<file path="src/design/tdmast_pkg.sv">
// ----------------------------------------------------------------------------
// tdmast_pkg
// shared widths, constants, command/status types and the slot number decode
// ----------------------------------------------------------------------------
package tdmast_pkg;

  localparam int TIME_W     = 64;
  localparam int REG_W      = 32;
  localparam int OFF_W      = 32;
  localparam int SLOT_COUNT = 4320;
  localparam int IDX_W      = $clog2(SLOT_COUNT);
  localparam int CNT_W      = $clog2(TIME_W);

  localparam int TSLOTS     = 4;
  localparam int FRAMES     = 18;
  localparam int RECIP_SH   = 16;
  localparam int RECIP18    = (2**RECIP_SH + FRAMES - 1) / FRAMES;

  localparam logic [IDX_W:0]   SLOT_COUNT_X = (IDX_W+1)'(SLOT_COUNT);
  localparam logic [IDX_W-1:0] SLOT_LAST    = IDX_W'(SLOT_COUNT - 1);

  localparam logic [REG_W-1:0] PERIOD_RESET = 32'd14166666;
  localparam logic [REG_W-1:0] LEAD_RESET   = 32'd12500000;

  // register indexes
  localparam logic REG_PERIOD = 1'b0;
  localparam logic REG_LEAD   = 1'b1;

  // input command codes
  localparam logic CMD_TICK = 1'b0;
  localparam logic CMD_RX   = 1'b1;

  typedef struct packed {
    logic [2:0] timeslot;
    logic [4:0] frame;
    logic [5:0] multiframe;
  } slot_num_t;

  // controller to datapath
  typedef struct packed {
    logic load;
    logic tick_diff;
    logic tick_issue;
    logic rx_diff;
    logic rx_setup;
    logic div_step;
    logic rx_round;
    logic rx_slot;
    logic decode;
    logic out_load;
  } dp_cmd_t;

  // datapath to controller
  typedef struct packed {
    logic is_rx;
    logic div_last;
    logic out_free;
  } dp_status_t;

  // slot index to one-based timeslot, frame and multiframe numbers
  // frame and multiframe come from a reciprocal multiply by 1/18 on idx/4
  function automatic slot_num_t slot_decode(logic [IDX_W-1:0] idx);
    logic [15:0] x;
    logic [31:0] prod;
    logic [15:0] q18;
    logic [15:0] fr;
    slot_num_t   n;
    x          = 16'(idx >> 2);
    prod       = 32'(x) * 32'(RECIP18);
    q18        = prod[31:16];
    fr         = x - 16'(q18 * 16'(FRAMES));
    n.timeslot = 3'(idx[1:0]) + 3'd1;
    n.frame    = 5'(fr) + 5'd1;
    n.multiframe = 6'(q18 + 16'd1);
    return n;
  endfunction

endpackage

</file>
<file path="src/design/tdma_slot_timing_tracker_unit.sv">
// ----------------------------------------------------------------------------
// tdma_slot_timing_tracker_unit
// tdma slot timing tracker: transmit slot issue and receive burst matching
// ----------------------------------------------------------------------------
// keeps the start time of the next transmit slot and its index within a span
// of slot_count timeslots. a tick request (tuser 0) starts timing on first use
// and issues the pending slot once now plus the lead time reaches it; a
// receive request (tuser 1) is matched to the nearest slot boundary with the
// offset rounded half away from zero. one request is worked at a time: a tick
// result passes the diff, issue and decode states; a receive result passes
// diff, setup, the 64-step bit-serial divider of the timestamp difference by
// the period, round, slot and decode; an earlier result still held adds its
// wait. results sit in an output register, so the next request is taken while
// one waits. the user must write configuration only while idle; unenforced.
module tdma_slot_timing_tracker_unit (
  input  logic                              clk,
  input  logic                              rst,
  // configuration write port
  input  logic                              cfg_we,
  input  logic                              cfg_index,
  input  logic [tdmast_pkg::REG_W-1:0]      cfg_data,
  // request stream
  input  logic                              s_axis_tvalid,
  output logic                              s_axis_tready,
  input  logic [63:0]                       s_axis_tdata,  // now_ns[63:0]
  input  logic [0:0]                        s_axis_tuser,  // command[0]
  // result stream
  output logic                              m_axis_tvalid,
  input  logic                              m_axis_tready,
  // slot_start_ns[63:0], offset_ns[95:64], timeslot_number[98:96],
  // frame_number[103:99], multiframe_number[109:104], zero[111:110]
  output logic [111:0]                      m_axis_tdata,
  output logic [0:0]                        m_axis_tuser   // slot_issued[0]
);

  tdmast_pkg::dp_cmd_t    cmd;
  tdmast_pkg::dp_status_t status;

  logic                              out_issued;
  logic [tdmast_pkg::TIME_W-1:0]     out_start;
  logic [tdmast_pkg::OFF_W-1:0]      out_offset;
  tdmast_pkg::slot_num_t             out_num;

  // sequencer
  tdmast_ctrl u_ctrl (
    .clk      (clk),
    .rst      (rst),
    .in_valid (s_axis_tvalid),
    .in_ready (s_axis_tready),
    .status   (status),
    .cmd      (cmd)
  );

  // slot state, divider and output register
  tdmast_dp u_dp (
    .clk        (clk),
    .rst        (rst),
    .cfg_we     (cfg_we),
    .cfg_index  (cfg_index),
    .cfg_data   (cfg_data),
    .in_cmd     (s_axis_tuser[0]),
    .in_now     (s_axis_tdata),
    .out_ready  (m_axis_tready),
    .out_valid  (m_axis_tvalid),
    .out_issued (out_issued),
    .out_start  (out_start),
    .out_offset (out_offset),
    .out_num    (out_num),
    .cmd        (cmd),
    .status     (status)
  );

  // pack the result, first field in the lowest bits
  assign m_axis_tuser = out_issued;
  assign m_axis_tdata = {2'b00, out_num.multiframe, out_num.frame, out_num.timeslot,
                         out_offset, out_start};

endmodule

</file>
<file path="src/design/tdmast_ctrl.sv">
// ----------------------------------------------------------------------------
// tdmast_ctrl
// sequencer for tick and receive requests, drives the datapath commands
// ----------------------------------------------------------------------------
module tdmast_ctrl (
  input  logic                   clk,
  input  logic                   rst,
  input  logic                   in_valid,
  output logic                   in_ready,
  input  tdmast_pkg::dp_status_t status,
  output tdmast_pkg::dp_cmd_t    cmd
);

  localparam logic [3:0] S_IDLE   = 4'd0;
  localparam logic [3:0] S_TDIFF  = 4'd1;
  localparam logic [3:0] S_TISSUE = 4'd2;
  localparam logic [3:0] S_RDIFF  = 4'd3;
  localparam logic [3:0] S_RSETUP = 4'd4;
  localparam logic [3:0] S_RDIV   = 4'd5;
  localparam logic [3:0] S_RROUND = 4'd6;
  localparam logic [3:0] S_RSLOT  = 4'd7;
  localparam logic [3:0] S_DECODE = 4'd8;
  localparam logic [3:0] S_OUT    = 4'd9;

  logic [3:0] state;
  logic [3:0] state_next;

  always_ff @(posedge clk) begin
    if (rst) begin
      state <= S_IDLE;
    end else begin
      state <= state_next;
    end
  end

  assign in_ready = (state == S_IDLE);

  always_comb begin
    cmd        = '0;
    state_next = state;
    case (state)
      S_IDLE: begin
        if (in_valid) begin
          cmd.load   = 1'b1;
          state_next = S_RDIFF;
        end
      end
      // captured command is visible in the state after the load
      S_RDIFF: begin
        if (status.is_rx == tdmast_pkg::CMD_RX) begin
          cmd.rx_diff = 1'b1;
          state_next  = S_RSETUP;
        end else begin
          cmd.tick_diff = 1'b1;
          state_next    = S_TISSUE;
        end
      end
      S_TDIFF: begin
        cmd.tick_diff = 1'b1;
        state_next    = S_TISSUE;
      end
      S_TISSUE: begin
        cmd.tick_issue = 1'b1;
        state_next     = S_DECODE;
      end
      S_RSETUP: begin
        cmd.rx_setup = 1'b1;
        state_next   = S_RDIV;
      end
      S_RDIV: begin
        cmd.div_step = 1'b1;
        if (status.div_last) begin
          state_next = S_RROUND;
        end
      end
      S_RROUND: begin
        cmd.rx_round = 1'b1;
        state_next   = S_RSLOT;
      end
      S_RSLOT: begin
        cmd.rx_slot = 1'b1;
        state_next  = S_DECODE;
      end
      S_DECODE: begin
        cmd.decode = 1'b1;
        state_next = S_OUT;
      end
      S_OUT: begin
        if (status.out_free) begin
          cmd.out_load = 1'b1;
          state_next   = S_IDLE;
        end
      end
      default: begin
        state_next = S_IDLE;
      end
    endcase
  end

endmodule

</file>
<file path="src/design/tdmast_dp.sv">
// ----------------------------------------------------------------------------
// tdmast_dp
// slot time state, tick test, bit-serial divider, rounding and output register
// ----------------------------------------------------------------------------
module tdmast_dp (
  input  logic                                clk,
  input  logic                                rst,
  input  logic                                cfg_we,
  input  logic                                cfg_index,
  input  logic [tdmast_pkg::REG_W-1:0]        cfg_data,
  input  logic                                in_cmd,
  input  logic [tdmast_pkg::TIME_W-1:0]       in_now,
  input  logic                                out_ready,
  output logic                                out_valid,
  output logic                                out_issued,
  output logic [tdmast_pkg::TIME_W-1:0]       out_start,
  output logic [tdmast_pkg::OFF_W-1:0]        out_offset,
  output tdmast_pkg::slot_num_t               out_num,
  input  tdmast_pkg::dp_cmd_t                 cmd,
  output tdmast_pkg::dp_status_t              status
);

  localparam int TW = tdmast_pkg::TIME_W;
  localparam int RW = tdmast_pkg::REG_W;
  localparam int IW = tdmast_pkg::IDX_W;

  logic [RW-1:0]  period;
  logic [RW-1:0]  lead;
  logic [TW-1:0]  nst;
  logic [IW-1:0]  idx;

  logic           cmd_r;
  logic [TW-1:0]  now_r;
  logic [TW-1:0]  d_r;
  logic           neg_r;
  logic [TW-1:0]  mag_r;
  logic [TW-1:0]  div_sh;
  logic [RW-1:0]  rem;
  logic [IW-1:0]  qm;
  logic [tdmast_pkg::CNT_W-1:0] cnt;
  logic           off_neg_r;
  logic [TW-1:0]  off_mag_r;

  logic           res_issued;
  logic [TW-1:0]  res_start;
  logic [RW-1:0]  res_off;
  logic [IW-1:0]  slot_r;
  tdmast_pkg::slot_num_t res_num;

  // combinational helpers
  logic [TW-1:0]  eff_time;
  logic [TW-1:0]  lead_sum;
  logic           go;
  logic [RW:0]    rem_s;
  logic           rem_ge;
  logic [IW:0]    qm_dbl;
  logic [IW-1:0]  qm_next;
  logic [RW:0]    rem_dbl;
  logic [IW:0]    slot_add;
  logic [IW:0]    slot_sub;
  logic [IW-1:0]  slot_val;
  logic           sat_neg;
  logic [RW-1:0]  sat_val;

  assign eff_time = (nst == '0) ? now_r : nst;
  assign lead_sum = d_r + TW'(lead);
  assign go       = !d_r[TW-1] || !lead_sum[TW-1];

  assign rem_s   = {rem, div_sh[TW-1]};
  assign rem_ge  = rem_s >= {1'b0, period};
  assign qm_dbl  = {qm, 1'b0} + (IW+1)'(rem_ge);
  assign qm_next = (qm_dbl >= tdmast_pkg::SLOT_COUNT_X) ?
                   IW'(qm_dbl - tdmast_pkg::SLOT_COUNT_X) : IW'(qm_dbl);
  assign rem_dbl = {rem, 1'b0};

  assign slot_add = {1'b0, idx} + {1'b0, qm};
  assign slot_sub = {1'b0, idx} - {1'b0, qm};
  always_comb begin
    if (neg_r) begin
      slot_val = slot_sub[IW] ? IW'(slot_sub + tdmast_pkg::SLOT_COUNT_X) : IW'(slot_sub);
    end else begin
      slot_val = (slot_add >= tdmast_pkg::SLOT_COUNT_X) ?
                 IW'(slot_add - tdmast_pkg::SLOT_COUNT_X) : IW'(slot_add);
    end
  end

  // saturate sign and magnitude to 32-bit two's complement
  assign sat_neg = off_neg_r && (off_mag_r != '0);
  always_comb begin
    if (sat_neg) begin
      sat_val = (off_mag_r >= TW'(33'h0_8000_0000)) ? 32'h8000_0000 : RW'(-off_mag_r);
    end else begin
      sat_val = (off_mag_r > TW'(32'h7FFF_FFFF)) ? 32'h7FFF_FFFF : RW'(off_mag_r);
    end
  end

  always_ff @(posedge clk) begin
    if (rst) begin
      period <= tdmast_pkg::PERIOD_RESET;
      lead   <= tdmast_pkg::LEAD_RESET;
    end else if (cfg_we) begin
      case (cfg_index)
        tdmast_pkg::REG_PERIOD: period <= cfg_data;
        tdmast_pkg::REG_LEAD:   lead   <= cfg_data;
        default: ;
      endcase
    end
  end

  // slot time and index
  always_ff @(posedge clk) begin
    if (rst) begin
      nst <= '0;
      idx <= '0;
    end else if (cmd.tick_diff) begin
      nst <= eff_time;
    end else if (cmd.tick_issue && go) begin
      nst <= nst + TW'(period);
      idx <= (idx == tdmast_pkg::SLOT_LAST) ? '0 : idx + IW'(1);
    end
  end

  always_ff @(posedge clk) begin
    if (rst) begin
      cnt <= '0;
    end else if (cmd.rx_setup) begin
      cnt <= '0;
    end else if (cmd.div_step) begin
      cnt <= cnt + 1'b1;
    end
  end

  always_ff @(posedge clk) begin
    if (cmd.load) begin
      cmd_r <= in_cmd;
      now_r <= in_now;
    end
    if (cmd.tick_diff) begin
      d_r <= now_r - eff_time;
    end
    if (cmd.rx_diff) begin
      d_r <= now_r - nst;
    end
    if (cmd.rx_setup) begin
      neg_r  <= d_r[TW-1];
      mag_r  <= d_r[TW-1] ? -d_r : d_r;
      div_sh <= d_r[TW-1] ? -d_r : d_r;
      rem    <= '0;
      qm     <= '0;
    end
    if (cmd.div_step) begin
      div_sh <= {div_sh[TW-2:0], 1'b0};
      rem    <= rem_ge ? RW'(rem_s - {1'b0, period}) : RW'(rem_s);
      qm     <= qm_next;
    end
    if (cmd.rx_round) begin
      if (period == '0) begin
        qm        <= '0;
        off_neg_r <= neg_r;
        off_mag_r <= mag_r;
      end else if (rem_dbl >= {1'b0, period}) begin
        qm        <= (qm == tdmast_pkg::SLOT_LAST) ? '0 : qm + IW'(1);
        off_neg_r <= !neg_r;
        off_mag_r <= TW'(period - rem);
      end else begin
        off_neg_r <= neg_r;
        off_mag_r <= TW'(rem);
      end
    end
    if (cmd.tick_issue) begin
      res_issued <= go;
      res_start  <= go ? nst : '0;
      res_off    <= '0;
      slot_r     <= idx;
    end
    if (cmd.rx_slot) begin
      res_issued <= 1'b1;
      res_start  <= now_r;
      res_off    <= sat_val;
      slot_r     <= slot_val;
    end
    if (cmd.decode) begin
      res_num <= res_issued ? tdmast_pkg::slot_decode(slot_r) : '0;
    end
  end

  // output register
  always_ff @(posedge clk) begin
    if (rst) begin
      out_valid <= 1'b0;
    end else if (cmd.out_load) begin
      out_valid <= 1'b1;
    end else if (out_ready) begin
      out_valid <= 1'b0;
    end
  end

  always_ff @(posedge clk) begin
    if (cmd.out_load) begin
      out_issued <= res_issued;
      out_start  <= res_start;
      out_offset <= res_off;
      out_num    <= res_num;
    end
  end

  assign status.is_rx    = cmd_r;
  assign status.div_last = (cnt == '1);
  assign status.out_free = !out_valid || out_ready;

endmodule

</file>
<file path="config.mk">
export PLATFORM = sky130hd
export DESIGN_NAME = tdma_slot_timing_tracker_unit
export DESIGN_NICKNAME = d
export VERILOG_FILES = /design/src/design/tdmast_pkg.sv /design/src/design/tdma_slot_timing_tracker_unit.sv /design/src/design/tdmast_ctrl.sv /design/src/design/tdmast_dp.sv
export SDC_FILE = /design/constraint.sdc
export NUM_CORES = 2
export LEC_CHECK = 0
export BUFFER_PORTS_ARGS = -buffer_cell sky130_fd_sc_hd__buf_4
export CORE_ASPECT_RATIO = 1.75
export CORE_MARGIN = 2
export CORE_UTILIZATION = 35
export CTS_BUF_LIST = sky130_fd_sc_hd__clkbuf_16
export CTS_CLUSTER_SIZE = 25
export DETAILED_ROUTE_END_ITERATION = 7
export GPL_ROUTABILITY_DRIVEN = 0
export PLACE_DENSITY = 0.58
export REMOVE_ABC_BUFFERS = 1
export SETUP_SLACK_MARGIN = 0.2
export SYNTH_ARGS = -nofsm -noshare
export SYNTH_HDL_FRONTEND = slang
export SYNTH_HIERARCHICAL = 1
export SYNTH_SLANG_ARGS = --single-unit
</file>
<file path="constraint.sdc">
create_clock -name clk -period 12.6 [get_ports clk]
set_input_delay 1.26 -clock clk [delete_from_list [all_inputs] [get_ports clk]]
set_output_delay 1.26 -clock clk [all_outputs]
set_load 0.02 [all_outputs]
</file>
==> results.toml <==
[run_status]
status = "completed"

[timing]
setup_viol = 0
skew_ns = 0.0370
timing.final.max_slew_violations = 0
finalSetupTns_ns = 0
rsz0062_at_grt = "no"
whs_ns = 0.398
fmax_mhz = 142
tightest_slew_ns = 1.15
hold_violations = 0
slew_headroom_pct = 23.0
period_needed_ns = 7.07
post-route-period-util_pct = 56.1

[cts]
postCtsSetupRepairBufs = 0
clkSinkCount = 755
htreeDepth = 3
cts_tree = "yes"
numCtsBuffers = 77
ctsRootBufferMaster = "clkbuf_16"
ctsHoldBuffers = 0
ctsResizeCount = 0
clk_latency_ns = 0.69
clk_pin_slew_ns = 0.07
clock_path_buffers = 3

[die]
core_um2 = 125000
rows = 172
fp.dieH_um = 473
dieArea_um2 = 129000
die_w_um = 272
initial_utilization_pct = 35.2
ios = 218

[logic_synthesis]
synthTopCellsByArea = "edfxtp_1 (40%), ha_1 (8.4%), dfxtp_1 (7.6%)"
ys_ff_latch = 755
synthesis.area_um2 = 44000
async_reset_ff_share_pct = 0
avgSynthCellArea_um2 = 10.0
synth_top_area_cell = "edfxtp_1"
synth-edff-count = 588
synth_top_area_share_pct = 40.1
yosysSeqAreaShare_pct = 47.7
ys.warnings.count = 6
synthCells = 4385
ys.flop_type = "edfxtp_1"
synth.distinct_cells = 86

[layout]
n_fill_cell = 12300
drive_gt1_share_pct = 9.49
fin_nets = 4950
mostFrequentLayoutCells = "edfxtp_1 (588), nand2_1 (461), a21oi_1 (398)"
layout_commonest_cell = "edfxtp_1"
synthToLayoutAreaGrowth_pct = 13.2

[critical_path]
end_kind = "register"
crit_fanout = 64
startpoint_type = "register"
worstPathArrival_ns = 7.49
cp_data_required_time_ns = 13.03
critical_path_class = "reg2reg"

[global_route]
use_met2_pct = 36.4
grtUsageMet1_pct = 22.9
top_usage_layer = "met2"
grt_pass1_wl_um = 200000
grt-ovfl-total = 0
grtUsageMet3_pct = 2.01
antenna_found_initial = 1
grt_start_max_net_pins = 72
grt_usage_pct = 20.1
grt_pass1_vias = 33800

[drt]
avgRoutedWirePerCell_um = 21.2
finalWirelength_um = 132000
via_count = 34400
drt_first_iter_violations = 2443
drt-vias-per-instance = 5.53
antenna_left = 0
dr.pass1.iters = 8
drc = 0

[job]
drv_cap = 0

[place]
dp_hpwl_um = 99900
io_buffer_count = 215

[min_path]
hold_path.class = "reg2reg"
[metal layers]
| layer | share of wire [%] | wire length (um) | up-vias |
|---|---|---|---|
| met2 | 51 | 67300 | 1075 |
| met1 | 39 | 51800 | 16600 |
| li1 | - | - | 16400 |
| met3 | 4.1 | 5350 | 296 |
| met5 | 0 | 0 | - |
| met4 | 5.6 | 7330 | 0 |
[final timing paths]
check	from	to	slack [ns]	depth (start not counted)
worst max-delay path	u_dp/nst[33]$_SDFFE_PP0P_	u_dp/d_r[60]$_DFFE_PP_	5.53	19
worst min-delay path	u_dp/res_off[9]$_SDFFCE_PN0P_	u_dp/out_offset[9]$_DFFE_PP_	0.40	0
worst max register to register	u_dp/nst[33]$_SDFFE_PP0P_	u_dp/d_r[60]$_DFFE_PP_	5.53	19
worst min register to register	u_dp/res_off[9]$_SDFFCE_PN0P_	u_dp/out_offset[9]$_DFFE_PP_	0.40	0
[synthesized netlist by cell type (all sizes together) (61+ instances only)]
master / count
edfxtp: 588
nand2: 461
a21oi: 399
nor2: 297
ha: 295
o21ai: 252
inv: 207
clkbuf: 194
xnor2: 177
dfxtp: 167
a21o: 138
nor3: 102
xor2: 95
nand3: 71
a22o: 64
nand4: 61
[layout make-up]
cell class              count  area, um^2  area share, %
multi-input cells        3209       21600           43.2
flip-flops and latches    755       21000           42.1
well taps                1653        2070           4.15
clock buffers              81        2030           4.06
repair buffers            262        1960           3.94
inverters                 208         782           1.57
clock inverters            58         472          0.946
diodes                      1        2.50        0.00502
[metrics by stage]
| step | worst slack (ns) | instances | instance area (um^2) | utilization (%) |
|---|---|---|---|---|
| detailed placement | 5.63 | 6087 | 47400 | 37.8 |
| finish | 5.53 | 6227 | 49900 | 39.8 |
| global route | 5.19 | 6227 | 49900 | 39.8 |
| floorplan | 0.585 | 4172 | 43200 | - |
| global placement | 5.69 | 6086 | 47400 | 37.8 |
| CTS | 5.62 | 6226 | 49900 | 39.8 |
[cells by family after synthesis]
family / share of synthesized area [%]
and+or+nand+nor: 14.3
adders and majority gates: 10.2
buffers and inverters: 3.64
AOI/OAI and AO/OA: 18.3
muxes: 0.372
other: 0.00851
xor gates and xnor gates: 5.41
DFF: 47.7
[worst max-delay path, cell delays in order (launching register included)]
cell and delay, ns:
dfxtp_1 0.39, nor4_1 0.68, buf_4 0.23, nand4_1 0.29, nor4_1 0.49, nor2b_4 0.21
buf_4 0.55, a21oi_1 0.16, ha_1 0.47, nand4_1 0.22, nor4_1 0.59, nand4_1 0.16
nor3_1 0.69, a21oi_1 0.16, nand3_1 0.22, o211a_1 0.24, a21boi_0 0.17, o21ai_0 0.51
a221oi_1 0.19, xnor2_1 0.17
[registers in the layout, summed over array words and instances, names as in the netlist, 32 cells and up]
signal,flops
u_dp/d_r,64
u_dp/div_sh,64
u_dp/lead,32
u_dp/mag_r,64
u_dp/now_r,64
u_dp/nst,64
u_dp/off_mag_r,64
u_dp/out_offset,32
u_dp/out_start,64
u_dp/period,32
u_dp/rem,32
u_dp/res_off,32
u_dp/res_start,64
Power is not shown: default switching activity piles up to over one toggle a cycle in this logic, so the estimate is an artifact.
